`config.mk`:
```
export PLATFORM = sky130hd
export DESIGN_NAME = char_class_run_tokenizer
export DESIGN_NICKNAME = d
export VERILOG_FILES = /design/src/hdl/cct_pkg.sv /design/src/hdl/cct_stack.sv /design/src/hdl/cct_core.sv /design/src/hdl/cct_out.sv /design/src/hdl/char_class_run_tokenizer.sv
export SDC_FILE = /design/constraint.sdc
export NUM_CORES = 1
export LEC_CHECK = 0
export ABC_AREA = 1
export BUFFER_PORTS_ARGS = -buffer_cell sky130_fd_sc_hd__buf_2
export CAP_MARGIN = 30
export CELL_PAD_IN_SITES_DETAIL_PLACEMENT = 1
export CELL_PAD_IN_SITES_GLOBAL_PLACEMENT = 1
export CORE_MARGIN = 1.5
export CORE_UTILIZATION = 51
export CTS_BUF_LIST = sky130_fd_sc_hd__clkbuf_8
export DETAILED_ROUTE_END_ITERATION = 6
export PLACE_DENSITY_LB_ADDON = 0.1
export SETUP_SLACK_MARGIN = 0.2
export SYNTH_ARGS = -nofsm -noshare
export SYNTH_HDL_FRONTEND = slang
export SYNTH_SLANG_ARGS = --single-unit
```
`constraint.sdc`:
```
create_clock -name clk -period 11.3 [get_ports clk]
set_input_delay 1.695 -clock clk [delete_from_list [all_inputs] [get_ports clk]]
set_output_delay 1.695 -clock clk [all_outputs]
set_load 0.05 [all_outputs]
```
`src/hdl/cct_pkg.sv`:
```
// ----------------------------------------------------------------------------
// cct_pkg: shared types, codes and tables of the character class tokenizer
// Holds the class codes, the result record, the keyword table and the
// character classifier used by the tokenizer core.
// ----------------------------------------------------------------------------
package cct_pkg;

	// Class codes; KEYWORD through ERROR appear on the output, OTHER and NONE
	// are internal (a dropped byte and "no run open").
	typedef enum logic [3:0] {
		CL_KEYWORD  = 4'd0,
		CL_TEXT     = 4'd1,
		CL_NUMBER   = 4'd2,
		CL_OPERATOR = 4'd3,
		CL_COMMENT  = 4'd4,
		CL_STRING   = 4'd5,
		CL_NEWLINE  = 4'd6,
		CL_OPEN     = 4'd7,
		CL_CLOSE    = 4'd8,
		CL_ERROR    = 4'd9,
		CL_OTHER    = 4'd10,
		CL_NONE     = 4'd15
	} cls_t;

	localparam int          MAX_RES   = 3;
	localparam int          KW_COUNT  = 10;
	localparam logic [2:0]  KW_BYTES  = 3'd6;
	localparam logic [2:0]  KW_SAT    = 3'd7;
	localparam logic [15:0] ERR_POS   = 16'hFFFF;
	localparam int          TDATA_W   = 48;

	// Keywords packed right-aligned, first character in the highest used byte.
	localparam logic [47:0] KW_WORD [KW_COUNT] = '{
		48'h0077_6869_6C65,         // while
		48'h0000_7479_7065,         // type
		48'h0000_6675_6E63,         // func
		48'h0000_0076_6172,         // var
		48'h0000_006E_6577,         // new
		48'h0075_7369_6E67,         // using
		48'h7374_6174_6963,         // static
		48'h7265_7475_726E,         // return
		48'h0000_0000_6966,         // if
		48'h0000_656C_7365          // else
	};
	localparam logic [2:0] KW_LEN [KW_COUNT] = '{
		3'd5, 3'd4, 3'd4, 3'd3, 3'd3, 3'd5, 3'd6, 3'd6, 3'd2, 3'd4
	};

	typedef struct packed {
		logic [3:0]  token_class;
		logic [15:0] start_pos;
		logic [16:0] token_len;
		logic [4:0]  nest_depth;
	} res_t;

	typedef struct packed {
		res_t [MAX_RES-1:0] slot;
		logic [1:0]         cnt;
	} bundle_t;

	typedef struct packed {
		logic push;
		logic pop;
		logic clear;
	} stk_ctl_t;

	function automatic cls_t classify(logic [7:0] c, logic group_open);
		cls_t r;
		if (c inside {[8'd65:8'd90], [8'd97:8'd122], 8'd95}) r = CL_TEXT;
		else if (c inside {[8'd48:8'd57]}) r = CL_NUMBER;
		else if (c == 8'd40) r = CL_OPEN;
		else if (c == 8'd41) r = group_open ? CL_CLOSE : CL_OPERATOR;
		else if (c == 8'd35) r = CL_COMMENT;
		else if (c == 8'd34) r = CL_STRING;
		else if (c inside {[8'd33:8'd47], [8'd58:8'd63], 8'd94, 8'd124, 8'd126})
			r = CL_OPERATOR;
		else if (c == 8'd10) r = CL_NEWLINE;
		else r = CL_OTHER;
		return r;
	endfunction

	function automatic logic kw_match(logic [47:0] buf_w, logic [2:0] cnt);
		logic hit;
		hit = 1'b0;
		for (int k = 0; k < KW_COUNT; k++) begin
			if (buf_w == KW_WORD[k] && cnt == KW_LEN[k]) hit = 1'b1;
		end
		return hit;
	endfunction

	function automatic res_t mk_res(cls_t c, logic [15:0] s, logic [16:0] l, logic [4:0] d);
		res_t r;
		r.token_class = c;
		r.start_pos   = s;
		r.token_len   = l;
		r.nest_depth  = d;
		return r;
	endfunction

endpackage

```
`src/hdl/cct_stack.sv`:
```
// ----------------------------------------------------------------------------
// cct_stack: open-group position stack
// Keeps the open depth, a registered copy of the top entry and of the
// outermost entry; deeper entries live in a small memory.
// ----------------------------------------------------------------------------
module cct_stack #(
	parameter int DEPTH = 16,
	parameter int DW    = 17,
	parameter int DC_W  = 5
) (
	input  logic              clk,
	input  logic              arst_n,
	input  cct_pkg::stk_ctl_t ctl,
	input  logic [DW-1:0]     wdata,
	output logic [DC_W-1:0]   depth,
	output logic [DW-1:0]     top,
	output logic [DW-1:0]     bottom
);
	import cct_pkg::*;

	localparam int DI_W = (DEPTH > 1) ? $clog2(DEPTH) : 1;

	logic [DW-1:0]   mem [DEPTH];
	logic [DC_W-1:0] depth_q;
	logic [DW-1:0]   top_q;
	logic [DW-1:0]   bottom_q;
	logic [DC_W-1:0] below_idx;
	logic            has_below;

	assign below_idx = depth_q - DC_W'(2);
	assign has_below = {1'b0, depth_q} >= (DC_W + 1)'(2);

	always_ff @(posedge clk or negedge arst_n) begin
		if (!arst_n) begin
			depth_q <= '0;
		end else if (ctl.clear) begin
			depth_q <= '0;
		end else if (ctl.push) begin
			depth_q <= depth_q + DC_W'(1);
		end else if (ctl.pop) begin
			depth_q <= depth_q - DC_W'(1);
		end
	end

	// The top entry is the memory's registered read port; a push forwards.
	always_ff @(posedge clk) begin
		if (ctl.push) begin
			mem[depth_q[DI_W-1:0]] <= wdata;
			top_q <= wdata;
			if (depth_q == '0) bottom_q <= wdata;
		end else if (ctl.pop && has_below) begin
			top_q <= mem[below_idx[DI_W-1:0]];
		end
	end

	assign depth  = depth_q;
	assign top    = top_q;
	assign bottom = bottom_q;

endmodule

```
`src/hdl/cct_core.sv`:
```
// ----------------------------------------------------------------------------
// cct_core: run tracking and result generation
// Classifies one character, extends or closes the open run, handles groups
// and end of input, and packs up to three results into a bundle.
// ----------------------------------------------------------------------------
module cct_core #(
	parameter int MAX_LEN   = 65536,
	parameter int MAX_DEPTH = 16,
	parameter int POS_W     = 17,
	parameter int DC_W      = 5
) (
	input  logic               clk,
	input  logic               arst_n,
	input  logic               adv,
	input  logic [7:0]         ch,
	input  logic               last,
	input  logic [DC_W-1:0]    depth,
	input  logic [POS_W-1:0]   top,
	input  logic [POS_W-1:0]   bottom,
	output cct_pkg::stk_ctl_t  ctl,
	output logic [POS_W-1:0]   wdata,
	output cct_pkg::bundle_t   bundle
);
	import cct_pkg::*;

	localparam int LW = (POS_W > 17) ? POS_W : 17;
	localparam int SW = (POS_W > 16) ? POS_W : 16;
	localparam int EW = (DC_W > 5) ? DC_W : 5;

	logic [POS_W-1:0] pos_q, pos_n;
	cls_t             rc_q, rc_n;
	logic [POS_W-1:0] rs_q, rs_n;
	logic [47:0]      kb_q, kb_n;
	logic [2:0]       kc_q, kc_n;

	cls_t             cls;
	logic             runnable;
	logic             ovf;
	logic [DC_W-1:0]  d_n;
	logic [POS_W-1:0] bot_n;
	res_t             cand [4];
	logic [3:0]       cv;
	logic [1:0]       n;

	function automatic logic [16:0] len_of(logic [POS_W-1:0] e, logic [POS_W-1:0] s);
		logic [LW-1:0] w;
		w = LW'(e) - LW'(s);
		return w[16:0];
	endfunction

	function automatic logic [15:0] start_of(logic [POS_W-1:0] s);
		logic [SW-1:0] w;
		w = SW'(s);
		return w[15:0];
	endfunction

	function automatic logic [4:0] dep_of(logic [DC_W-1:0] d);
		logic [EW-1:0] w;
		w = EW'(d);
		return w[4:0];
	endfunction

	function automatic cls_t run_cls(cls_t c, logic [47:0] b, logic [2:0] k);
		return (c == CL_TEXT && kw_match(b, k)) ? CL_KEYWORD : c;
	endfunction

	always_comb begin
		cls      = classify(ch, depth != '0);
		runnable = cls <= CL_NEWLINE;
		ovf      = pos_q == POS_W'(MAX_LEN);
		pos_n    = pos_q;
		rc_n     = rc_q;
		rs_n     = rs_q;
		kb_n     = kb_q;
		kc_n     = kc_q;
		d_n      = depth;
		bot_n    = bottom;
		ctl      = '0;
		wdata    = pos_q;
		cv       = '0;
		for (int i = 0; i < 4; i++) cand[i] = '0;

		if (ovf) begin
			// Past the length limit: drop the byte, keep any open run.
			cv[1]   = 1'b1;
			cand[1] = mk_res(CL_ERROR, ERR_POS, 17'd0, dep_of(depth));
		end else begin
			pos_n = pos_q + POS_W'(1);
			if (runnable && cls == rc_q) begin
				if (kc_q < KW_BYTES) begin
					kb_n = {kb_q[39:0], ch};
					kc_n = kc_q + 3'd1;
				end else begin
					kc_n = KW_SAT;
				end
			end else begin
				if (rc_q != CL_NONE) begin
					cv[0]   = 1'b1;
					cand[0] = mk_res(run_cls(rc_q, kb_q, kc_q), start_of(rs_q),
						len_of(pos_q, rs_q), dep_of(depth));
					rc_n    = CL_NONE;
				end
				if (cls == CL_OPEN) begin
					cv[1] = 1'b1;
					if (depth != DC_W'(MAX_DEPTH)) begin
						cand[1]  = mk_res(CL_OPEN, start_of(pos_q), 17'd1, dep_of(depth));
						ctl.push = 1'b1;
						d_n      = depth + DC_W'(1);
						if (depth == '0) bot_n = pos_q;
					end else begin
						cand[1] = mk_res(CL_ERROR, start_of(pos_q), 17'd1, dep_of(depth));
					end
				end else if (cls == CL_CLOSE) begin
					cv[1]   = 1'b1;
					ctl.pop = 1'b1;
					d_n     = depth - DC_W'(1);
					cand[1] = mk_res(CL_CLOSE, start_of(top),
						len_of(pos_q + POS_W'(1), top), dep_of(d_n));
				end else if (runnable) begin
					rc_n = cls;
					rs_n = pos_q;
					kb_n = {40'd0, ch};
					kc_n = 3'd1;
				end
			end
		end

		if (last) begin
			ctl.clear = 1'b1;
			if (rc_n != CL_NONE) begin
				cv[2]   = 1'b1;
				cand[2] = mk_res(run_cls(rc_n, kb_n, kc_n), start_of(rs_n),
					len_of(pos_n, rs_n), dep_of(d_n));
			end
			if (d_n != '0) begin
				cv[3]   = 1'b1;
				cand[3] = mk_res(CL_ERROR, start_of(bot_n), len_of(pos_n, bot_n),
					dep_of(d_n));
			end
		end

		if (!adv) ctl = '0;
	end

	// Pack the present candidates into the result slots in order.
	always_comb begin
		bundle = '0;
		n      = 2'd0;
		for (int i = 0; i < 4; i++) begin
			if (cv[i] && n != 2'(MAX_RES)) begin
				bundle.slot[n] = cand[i];
				n = n + 2'd1;
			end
		end
		bundle.cnt = n;
	end

	always_ff @(posedge clk or negedge arst_n) begin
		if (!arst_n) begin
			pos_q <= '0;
			rc_q  <= CL_NONE;
			rs_q  <= '0;
			kb_q  <= '0;
			kc_q  <= '0;
		end else if (adv) begin
			if (last) begin
				pos_q <= '0;
				rc_q  <= CL_NONE;
				rs_q  <= '0;
				kb_q  <= '0;
				kc_q  <= '0;
			end else begin
				pos_q <= pos_n;
				rc_q  <= rc_n;
				rs_q  <= rs_n;
				kb_q  <= kb_n;
				kc_q  <= kc_n;
			end
		end
	end

endmodule

```
`src/hdl/cct_out.sv`:
```
// ----------------------------------------------------------------------------
// cct_out: result register and output serializer
// Holds the results of one character and sends them one transfer at a time.
// ----------------------------------------------------------------------------
module cct_out (
	input  logic                           clk,
	input  logic                           arst_n,
	input  logic                           load,
	input  cct_pkg::bundle_t               bundle,
	output logic                           free,
	output logic                           m_axis_tvalid,
	input  logic                           m_axis_tready,
	output logic [cct_pkg::TDATA_W-1:0]    m_axis_tdata,
	output logic                           m_axis_tlast
);
	import cct_pkg::*;

	bundle_t    b_q;
	logic       valid_q;
	logic [1:0] idx_q;
	res_t       cur;

	assign cur           = b_q.slot[idx_q];
	assign m_axis_tvalid = valid_q;
	assign m_axis_tlast  = idx_q == b_q.cnt - 2'd1;
	assign m_axis_tdata  = {(TDATA_W - 42)'(0), cur.nest_depth, cur.token_len,
		cur.start_pos, cur.token_class};
	assign free          = !valid_q || (m_axis_tready && m_axis_tlast);

	always_ff @(posedge clk or negedge arst_n) begin
		if (!arst_n) begin
			valid_q <= 1'b0;
			idx_q   <= '0;
		end else if (load) begin
			valid_q <= 1'b1;
			idx_q   <= '0;
		end else if (valid_q && m_axis_tready) begin
			if (m_axis_tlast) valid_q <= 1'b0;
			else idx_q <= idx_q + 2'd1;
		end
	end

	always_ff @(posedge clk) begin
		if (load) b_q <= bundle;
	end

endmodule

```
`src/hdl/char_class_run_tokenizer.sv`:
```
// ----------------------------------------------------------------------------
// char_class_run_tokenizer: streaming character class tokenizer
// Turns a byte stream of source text into tokens, one token per transfer.
// ----------------------------------------------------------------------------
// One source character enters per transfer on the slave side, with tlast on
// the final character of a source. A character passes an input register,
// then is classified, extends or ends the open run and updates the group
// stack; the zero to three tokens it causes are loaded into a result
// register and leave one transfer per cycle on the master side while the
// receiver is ready, the last token of a character carrying tlast. While
// the result register is emptied the next character is already accepted.
// An accepted character passes the input register and then the result
// register before its first token appears. After tlast all state returns
// to reset and the next character starts a new source.
// ----------------------------------------------------------------------------
module char_class_run_tokenizer #(
	parameter int MAX_LEN   = 65536,
	parameter int MAX_DEPTH = 16
) (
	input  logic                        clk,
	input  logic                        arst_n,
	// Source characters.
	input  logic                        s_axis_tvalid,
	output logic                        s_axis_tready,
	input  logic [7:0]                  s_axis_tdata,  // [7:0] ch
	input  logic                        s_axis_tlast,  // last character of the source
	// Tokens.
	output logic                        m_axis_tvalid,
	input  logic                        m_axis_tready,
	// [3:0] token_class, [19:4] start_pos, [36:20] token_len,
	// [41:37] nest_depth, [47:42] zero
	output logic [cct_pkg::TDATA_W-1:0] m_axis_tdata,
	output logic                        m_axis_tlast   // last token of a character
);
	import cct_pkg::*;

	// Position must be able to reach MAX_LEN itself, which marks overflow.
	localparam int POS_W = $clog2(MAX_LEN + 1);
	localparam int DC_W  = $clog2(MAX_DEPTH + 1);

	logic             valid_s1;
	logic [7:0]       ch_s1;
	logic             last_s1;
	logic             adv;
	logic             free;
	bundle_t          bundle;
	stk_ctl_t         ctl;
	logic [POS_W-1:0] wdata;
	logic [DC_W-1:0]  depth;
	logic [POS_W-1:0] top;
	logic [POS_W-1:0] bottom;

	// A character is processed when its tokens (if any) find the result
	// register free or being emptied by the final transfer of this cycle.
	assign adv           = valid_s1 && (bundle.cnt == 2'd0 || free);
	assign s_axis_tready = !valid_s1 || adv;

	always_ff @(posedge clk or negedge arst_n) begin
		if (!arst_n) begin
			valid_s1 <= 1'b0;
		end else if (s_axis_tvalid && s_axis_tready) begin
			valid_s1 <= 1'b1;
		end else if (adv) begin
			valid_s1 <= 1'b0;
		end
	end

	always_ff @(posedge clk) begin
		if (s_axis_tvalid && s_axis_tready) begin
			ch_s1   <= s_axis_tdata;
			last_s1 <= s_axis_tlast;
		end
	end

	cct_core #(
		.MAX_LEN   (MAX_LEN),
		.MAX_DEPTH (MAX_DEPTH),
		.POS_W     (POS_W),
		.DC_W      (DC_W)
	) u_core (
		.clk    (clk),
		.arst_n (arst_n),
		.adv    (adv),
		.ch     (ch_s1),
		.last   (last_s1),
		.depth  (depth),
		.top    (top),
		.bottom (bottom),
		.ctl    (ctl),
		.wdata  (wdata),
		.bundle (bundle)
	);

	// Group stack: start positions of the open parentheses.
	cct_stack #(
		.DEPTH (MAX_DEPTH),
		.DW    (POS_W),
		.DC_W  (DC_W)
	) u_stack (
		.clk    (clk),
		.arst_n (arst_n),
		.ctl    (ctl),
		.wdata  (wdata),
		.depth  (depth),
		.top    (top),
		.bottom (bottom)
	);

	cct_out u_out (
		.clk           (clk),
		.arst_n        (arst_n),
		.load          (adv && bundle.cnt != 2'd0),
		.bundle        (bundle),
		.free          (free),
		.m_axis_tvalid (m_axis_tvalid),
		.m_axis_tready (m_axis_tready),
		.m_axis_tdata  (m_axis_tdata),
		.m_axis_tlast  (m_axis_tlast)
	);

endmodule

```
Yosys cells after proc, flatten, opt, wreduce, memory -nomap -nowiden
Memory sizes are Yosys's and may differ from the RTL's.
Cells that the tools add are included.
Cells by class
  $add $sub $neg: 14
  magnitude comparators: 20
  eq/ne operators: 53
  muxes and demuxes: 135
  reductions and logical operators: 59
Operators by type and width (number)
  42-bit 2-to-1 mux: 13
  126-bit bitwise mux: 3
  126-bit 2-to-1 mux: 3
  48-bit 2-to-1 mux: 7
  48-bit by 31-bit == test with 1-bit output, second input constant: 6
  17-bit 2-to-1 mux: 15
  42-bit demux with 2-bit select: 3
  48-bit by 23-bit == test with 1-bit output, second input constant: 4
  48-bit by 39-bit == test with 1-bit output, second input constant: 4
  48-bit by 47-bit == test with 1-bit output, second input constant: 4
  84-bit 2-to-1 mux: 2
  48-bit by 15-bit == test with 1-bit output, second input constant: 2
  42-bit binary-select mux with 2-bit select: 1
  4-bit 2-to-1 mux: 18
  17-bit subtractor: 4
  1-bit 2-to-1 mux: 44
  1-bit logical AND: 40
  5-bit 2-to-1 mux: 8
  8-bit by 6-bit == test with 1-bit output, second input constant: 4
  8-bit by 7-bit == test with 1-bit output, second input constant: 4
  8-bit by 6-bit >= comparator with 1-bit output, second input constant: 3
  8-bit by 6-bit <= comparator with 1-bit output, second input constant: 3
  3-bit 2-to-1 mux: 8
  2-bit 2-to-1 mux: 10
  other kinds (39): 68
Storage, ports and cells
  register bits after elaboration: 269
  memory bits (writable): 272
  input port bits: 13
  output and inout bits: 51
  word-level logic and storage cells: 308
  memories: 1
Memory list
  u_stack.mem: words 16, bits a word 17, rd ports 1, clocked after memory_dff 0, write ports 1, line cct_stack.sv:23  | logic [DW-1:0] mem [DEPTH];

Logic depth before layout (Yosys ltp)
  depth after elaboration: 38
  depth in mapped cells: 41
  mapped depth without buffers: 39

Modules after synthesis
Synthesis repeated with hierarchy kept, for this count alone.
Second synthesis, totals
  cells, all modules: 3895
  area, all modules: 32154.6 um^2
By module, submodules not included
  cct_core: times used 1, cells each 2358, area each 13870.8 um^2, sequential area each 2232.1 um^2
  cct_stack: times used 1, cells each 1156, area each 12864.8 um^2, sequential area each 9313.9 um^2
  cct_out: times used 1, cells each 360, area each 5066.1 um^2, sequential area each 3918.8 um^2
  char_class_run_tokenizer: times used 1, cells each 21, area each 352.8 um^2, sequential area each 295.3 um^2

Worst setup path before layout
Ideal clock, no wire load.
  kind: register to register
  from: register u_stack.depth_q[0] (netlist: u_stack.depth[0])
  to: register u_out.b_q[0] (netlist bit) (enable)
  setup time: 0.482 ns
  data arrival time: 7.447 ns
  required time: 10.818 ns
  path slack: 3.371 ns
  stages on the path, launching flop included: 30
  path buffers: 5
  period minus slack after synthesis: 7.929 ns
  cell sequence: dfrtp_1 > inv_1 > clkbuf_1 > clkbuf_1 > ha_1 > nand3_4 > or2_4 > nand3_2 > nand2_1 > nand2_1 > nor2_8 > nand2_4 > nand2_2 > buf_6 > nor2_1 > clkbuf_1 > buf_1 > ha_1 > a21oi_2 > nand2_1 > o21ai_1 > inv_1 > ha_1 > inv_1 > nand4_1 > nand2_2 > nand2_2 > a21oi_4 > nand2_1 > inv_1
On the way
  cells in the longest elaborated chain, start to end: 24
  elaborated cells between the ends (all ways): 52
  classes of those cells: add/sub (5); order compare (1); eq/ne (8); mux (27); reduce/logical (11)
Ends and longest elaborated chain
  start: declaration: line cct_stack.sv:24  | logic [DC_W-1:0] depth_q;
  start signal: assignment: line cct_stack.sv:39  | depth_q <= depth_q + DC_W'(1);
  start signal: assignment: line cct_stack.sv:41  | depth_q <= depth_q - DC_W'(1);
  parallel branches: the longest is 19 deep, another holds 4-bit by 3-bit <= comparator with 1-bit output
  2-bit 2-to-1 mux *: line cct_core.sv:150  | if (cv[i] && n != 2'(MAX_RES)) begin
  2-bit zero test: line char_class_run_tokenizer.sv:55  | assign adv = valid_s1 && (bundle.cnt == 2'd0 || free);
  1-bit logical OR: line char_class_run_tokenizer.sv:55
  1-bit logical AND: line char_class_run_tokenizer.sv:55
  1-bit logical AND *: line char_class_run_tokenizer.sv:112  | .load (adv && bundle.cnt != 2'd0),
  named net u_out.load: line cct_out.sv:8  | input logic load,
  end signal: assignment: line cct_out.sv:44  | if (load) b_q <= bundle;
  end: declaration: line cct_out.sv:18  | bundle_t b_q;
Mark *: on every way through the listed nets, which the timed path passes.
A chain may end at the register's enable or synchronous reset.

Final worst setup path
  from: register u_stack.depth_q[1] (netlist: u_stack.depth[1])
  to: output s_axis_tready
On the way
  cells in the longest elaborated chain, start to end: 24
  elaborated cells between the ends (all ways): 51
  classes of those cells: add/sub (5); order compare (1); eq/ne (8); mux (27); reduce/logical (10)
Ends and longest elaborated chain
  parallel branches: the longest is 19 deep, another holds 4-bit by 3-bit <= comparator with 1-bit output
  2-bit 2-to-1 mux *: line cct_core.sv:150
  2-bit zero test *: line char_class_run_tokenizer.sv:55
  1-bit logical OR *: line char_class_run_tokenizer.sv:55
  1-bit logical AND *: line char_class_run_tokenizer.sv:55
  1-bit logical OR *: line char_class_run_tokenizer.sv:56  | assign s_axis_tready = !valid_s1 || adv;
  end: declaration: line char_class_run_tokenizer.sv:24  | output logic s_axis_tready,
Mark *: on every way between the ends.

==> qor_table.md <==
| Parameter | Reported | Unit |
|---|---|---|
| Status | completed | - |
| Layout fillers | 7,282 | - |
| Unrepaired setup endpoints after global routing | false | - |
| Count of input and output buffers | 57 | - |
| Clock latency of the later-clocked register in the worst-skew pair | 0.75 | ns |
| Tmin final | 8.74 | ns |
| Deepest level of the CTS H-tree | 3 | - |
| Max Buffers Root-to-Sink | 3 | - |
| Setup TNS Final | 0 | ns |
| Final Routed Wirelength | 115,000 | um |
| Hold path start | u_core.kb_q[5]$_DFFE_PN0P_ | - |
| Via count of the first global-routing pass | 28,800 | - |
| Total power per unit cell area | 247 | nW/um^2 |
| # setup viols final | 0 | - |
| Core region area | 61,500 | sq um |
| Number of synthesis warnings | 0 | - |
| Total I/O pin count | 64 | - |
| Post-Route Skew | 0.0562 | ns |
| Most used DFF post-synth | sky130_fd_sc_hd__edfxtp_1 | - |
| Arrival time of the worst setup path | 7.05 | ns |
| Clock slew at the register clock pins of the worst setup and hold paths | 0.07 | ns |
| # resized after CTS | 0 | - |
| Number of max-capacitance violations reported | 0 | - |
| Fraction of the yosys area taken by sequential cells | 49.9 | % |
| Hold-fix buffers, CTS | 0 | - |
| DP Wirelength | 79,800 | um |
| Die W | 252 | um |
| Data required, critical path | 9.61 | ns |
| Number of antenna violations at the first check in global routing | 2 | - |
| Worst slew margin | 28.1 | % |
| Detailed Routing Iterations Pass 1 | 5 | - |
| Critical path fanouts, max | 76 | - |
| Terminating pin of the worst hold path | u_core.kb_q[5]$_DFFE_PN0P_ | - |
| Part of the power in combinational logic | 44.7 | % |
| CTS tree | done | - |
| Die Span Y | 252 | um |
| Worst hold path cell count | 2 | - |
| Post-route total power | 8.47 | mW |
| Total global-route track usage | 36.1 | % |
| Number of vias per cell after detailed routing | 6.28 | - |
| Int Power | 4.50 | mW |
| Number of register bits inferred by synthesis | 541 | - |
| Remaining number of nets flagged by the antenna check after routing | 0 | - |
| Post-CTS Repair Setup Buffers | 0 | - |
| First-iteration detailed-routing DRC count | 2,733 | - |
| Fin. Hold Viols | 0 | - |
| Post-synthesis instance total | 3,661 | - |
| Final number of max-transition violations | 0 | - |
| Drt drc | 0 | - |
| Clock buffer count from CTS | 92 | - |
| Leakage power figure | 13.8 | nW |
| Weighted congestion reported at the end of routability-driven placement | 0.977 | - |
| Register-to-Register Setup Slack | 3.21 | ns |
| Post-Synthesis Cell Area | 31,600 | sq um |
| Share of synthesized flip-flops with an asynchronous set or reset | 18.1 | % |
| Area growth, synth to finish | 8.71 | % |
| Period utilisation layout | 77.4 | % |
| Sequential share of power | 33.8 | % |
| Num Clock Sinks | 541 | - |
| Routed wirelength normalized by instance count | 25.4 | um |
| Layout cells sized above 1 | 9.11 | % |
| Pin count of the biggest net entering global routing | 90 | - |
| Max frequency | 0.114 | GHz |
| Crit path kind | reg2out | - |
| Overflow left after global routing | 0 | - |
| Maximum VDD drop | 0.000161 | V |
| Worst path most repeated cell | sky130_fd_sc_hd__nand2_2 | - |
| Unique cell type count in the Yosys netlist | 65 | - |
| Post-synth EDFFs | 443 | - |
| Via count | 28,400 | - |
| Initial standard-cell utilization of the core | 51.3 | % |
| Critical path endpoint category | output port | - |
| Total Die Area | 63,400 | sq um |
| Area fraction of the dominant cell type after synthesis | 42.1 | % |
| Number of standard-cell rows in the floorplan | 91 | - |
| Cell type with the highest aggregate area in the netlist | sky130_fd_sc_hd__edfxtp_1 | - |
| Endpoint of the most critical register-to-register path | u_stack.top[9]$_DFFE_PP_ | - |
| Wire length of the first global-routing pass | 175,000 | um |
| Most area-consuming cells after synthesis | sky130_fd_sc_hd__edfxtp_1 (42%), sky130_fd_sc_hd__dfrtp_1 (7.5%), sky130_fd_sc_hd__nand2_1 (6.8%) | - |
| Tightest Pin Transition | 1.08 | ns |
| Launch point of the worst reg-to-reg path | u_stack.depth[1]$_DFFE_PN0P_ | - |
| Mean instance size in the synthesized netlist | 8.62 | sq um |
| Clk pwr share | 21.6 | % |
| Startpoint kind of the worst setup timing path | flop | - |
| Slowest stage delay, CP | 0.62 | ns |
| Type of the worst min-delay path | reg2reg | - |
| Buffer type at the clock tree root | sky130_fd_sc_hd__clkbuf_8 | - |
| Switching power as a share of total power | 46.8 | % |
| Layout Nets | 3,760 | - |
| Cell count of the worst reg-to-reg path | 27 | - |
| Net switching power of the design | 3.97 | mW |
| Library cell contributing the largest single delay on the critical path | sky130_fd_sc_hd__buf_4 | - |
-- worst max-delay path by stage --
stage | startpoint | endpoint | slack (ns) | cells past startpoint
2_1_floorplan | u_stack.depth[0]$_DFFE_PN0P_ | u_out.b_q[0]$_DFFE_PP_ | 3.37 | 29
3_3_place_gp | u_stack.depth[1]$_DFFE_PN0P_ | u_stack.top[11]$_DFFE_PP_ | 3.55 | 27
3_5_place_dp | u_stack.depth[1]$_DFFE_PN0P_ | u_stack.depth[1]$_DFFE_PN0P_ | 3.32 | 29
4_1_cts | u_stack.depth[1]$_DFFE_PN0P_ | s_axis_tready | 2.56 | 26
5_1_grt | u_stack.depth[1]$_DFFE_PN0P_ | s_axis_tready | 2.14 | 26
6_report | u_stack.depth[1]$_DFFE_PN0P_ | s_axis_tready | 2.56 | 26
-- area by class of cell --
cell class                      count  area (sq um)  area share [%]
Multi-Input combinational cell   2558         13600            39.8
Inverter                          352          1330            3.86
Clock inverter                     71           509            1.48
Tap cell                          790           988            2.88
Timing Repair Buffer              111           721            2.10
Antenna cell                        1          2.50         0.00729
Sequential cell                   541         15800            45.9
Clock buffer                       99          1360            3.97
-- worst max-delay path, delay by kind of cell, from the launching register on --
kind / cells / cell delay, ns
simple gates: 14 / 2.57
compound gates: 2 / 0.41
flops: 1 / 0.39
buf+inv: 7 / 1.83
fa+ha+maj: 3 / 1.01
-- kinds of logic (layout without fill, tap and decap cells) --
kind of cell | Yosys count | in the layout | share of synthesized area, %
XOR/XNOR | 45 | 45 | 1.27
AO/OA/AOI/OAI | 952 | 952 | 17.8
adder cells (fa/ha/maj) | 91 | 91 | 3.70
buffers and inverters | 567 | 633 | 7.11
other | 1 | 7 | 0.0119
AND/OR/NAND/NOR | 1444 | 1444 | 19.6
flip-flops | 541 | 541 | 49.9
multiplexers | 20 | 20 | 0.634
-- stage by stage --
step           cell area, sq um  setup WS, ns  std cells  util [%]  hold WS, ns
6_report                  34300          2.56       4523      55.8        0.506
5_1_grt                   34300          2.14       4523      55.8        0.523
4_1_cts                   34300          2.56       4521      55.8        0.505
3_5_place_dp              32400          3.32       4351      52.7        0.502
3_3_place_gp              32400          3.55       4350      52.7        0.469
2_1_floorplan             31600          3.37       3666         -        0.452
-- synth_stat cells (5+ instances only) --
cell / instances
sky130_fd_sc_hd__xor2_1: 38
sky130_fd_sc_hd__nand3b_1: 9
sky130_fd_sc_hd__nand4_1: 41
sky130_fd_sc_hd__clkbuf_1: 158
sky130_fd_sc_hd__buf_1: 9
sky130_fd_sc_hd__o2111ai_1: 6
sky130_fd_sc_hd__xnor2_1: 6
sky130_fd_sc_hd__inv_1: 334
sky130_fd_sc_hd__nor4_1: 18
sky130_fd_sc_hd__a221oi_1: 17
sky130_fd_sc_hd__o21bai_1: 6
sky130_fd_sc_hd__o31ai_1: 58
sky130_fd_sc_hd__nor2_4: 6
sky130_fd_sc_hd__inv_2: 12
sky130_fd_sc_hd__nor3_1: 43
sky130_fd_sc_hd__o21ai_1: 100
sky130_fd_sc_hd__o21ai_0: 412
sky130_fd_sc_hd__a21oi_1: 115
sky130_fd_sc_hd__nand2_1: 569
sky130_fd_sc_hd__nand3_1: 227
sky130_fd_sc_hd__o21a_1: 7
sky130_fd_sc_hd__o22ai_1: 74
sky130_fd_sc_hd__o211ai_1: 43
sky130_fd_sc_hd__ha_1: 87
sky130_fd_sc_hd__and2_1: 5
sky130_fd_sc_hd__a211oi_1: 8
sky130_fd_sc_hd__edfxtp_1: 443
sky130_fd_sc_hd__nor2_1: 485
sky130_fd_sc_hd__nand2_2: 12
sky130_fd_sc_hd__o221ai_1: 53
sky130_fd_sc_hd__a31oi_1: 24
sky130_fd_sc_hd__o221a_2: 7
sky130_fd_sc_hd__mux2i_1: 20
sky130_fd_sc_hd__dfrtp_1: 94
sky130_fd_sc_hd__clkinv_1: 6
sky130_fd_sc_hd__or2_2: 11
sky130_fd_sc_hd__buf_4: 17
sky130_fd_sc_hd__buf_2: 29
-- metal layers --
layer,track usage [%],share of wire [%]
met1,49.6,43
met2,58.4,47
met3,4.55,6.4
met4,14.1,3.9
met5,0,0
-- cells in the final DEF, fill, tap and decap left out, types with 43 or more instances in the layout --
cell type,count
sky130_fd_sc_hd__o211ai_1,43
sky130_fd_sc_hd__nor2_1,467
sky130_fd_sc_hd__nand2_1,566
sky130_fd_sc_hd__buf_2,56
sky130_fd_sc_hd__o31ai_1,58
sky130_fd_sc_hd__nand3_1,227
sky130_fd_sc_hd__edfxtp_1,443
sky130_fd_sc_hd__o221ai_1,53
sky130_fd_sc_hd__nor3_1,43
sky130_fd_sc_hd__buf_4,53
sky130_fd_sc_hd__o22ai_1,74
sky130_fd_sc_hd__ha_1,87
sky130_fd_sc_hd__o21ai_1,100
sky130_fd_sc_hd__inv_1,352
sky130_fd_sc_hd__a21oi_1,115
sky130_fd_sc_hd__o21ai_0,412
sky130_fd_sc_hd__clkbuf_8,99
sky130_fd_sc_hd__dfrtp_1,91
-- state kept, by name, summed over array words and instances, names as in the netlist --
signal,cells
u_core.rs_q,17
valid_s1,1
u_stack.top,17
u_out.b_q,128
u_out.idx_q,2
last_s1,1
u_core.wdata,17
u_stack.mem,272
ch_s1,8
u_stack.depth,5
u_stack.bottom,17
u_core.rc_q,4
u_out.m_axis_tvalid,1
u_core.kc_q,3
u_core.kb_q,48
-- power groups by stage --
stage / sequential [mW] / clock (mW) / combinational [mW]
2_1_floorplan: 2.85 / 0 / 2.61
3_3_place_gp: 2.87 / 0 / 3.58
3_5_place_dp: 2.90 / 0 / 3.71
4_1_cts: 2.86 / 1.85 / 3.73
5_1_grt: 2.89 / 1.92 / 4.05
6_report: 2.86 / 1.83 / 3.78
Power figures use the tool's default switching activity.
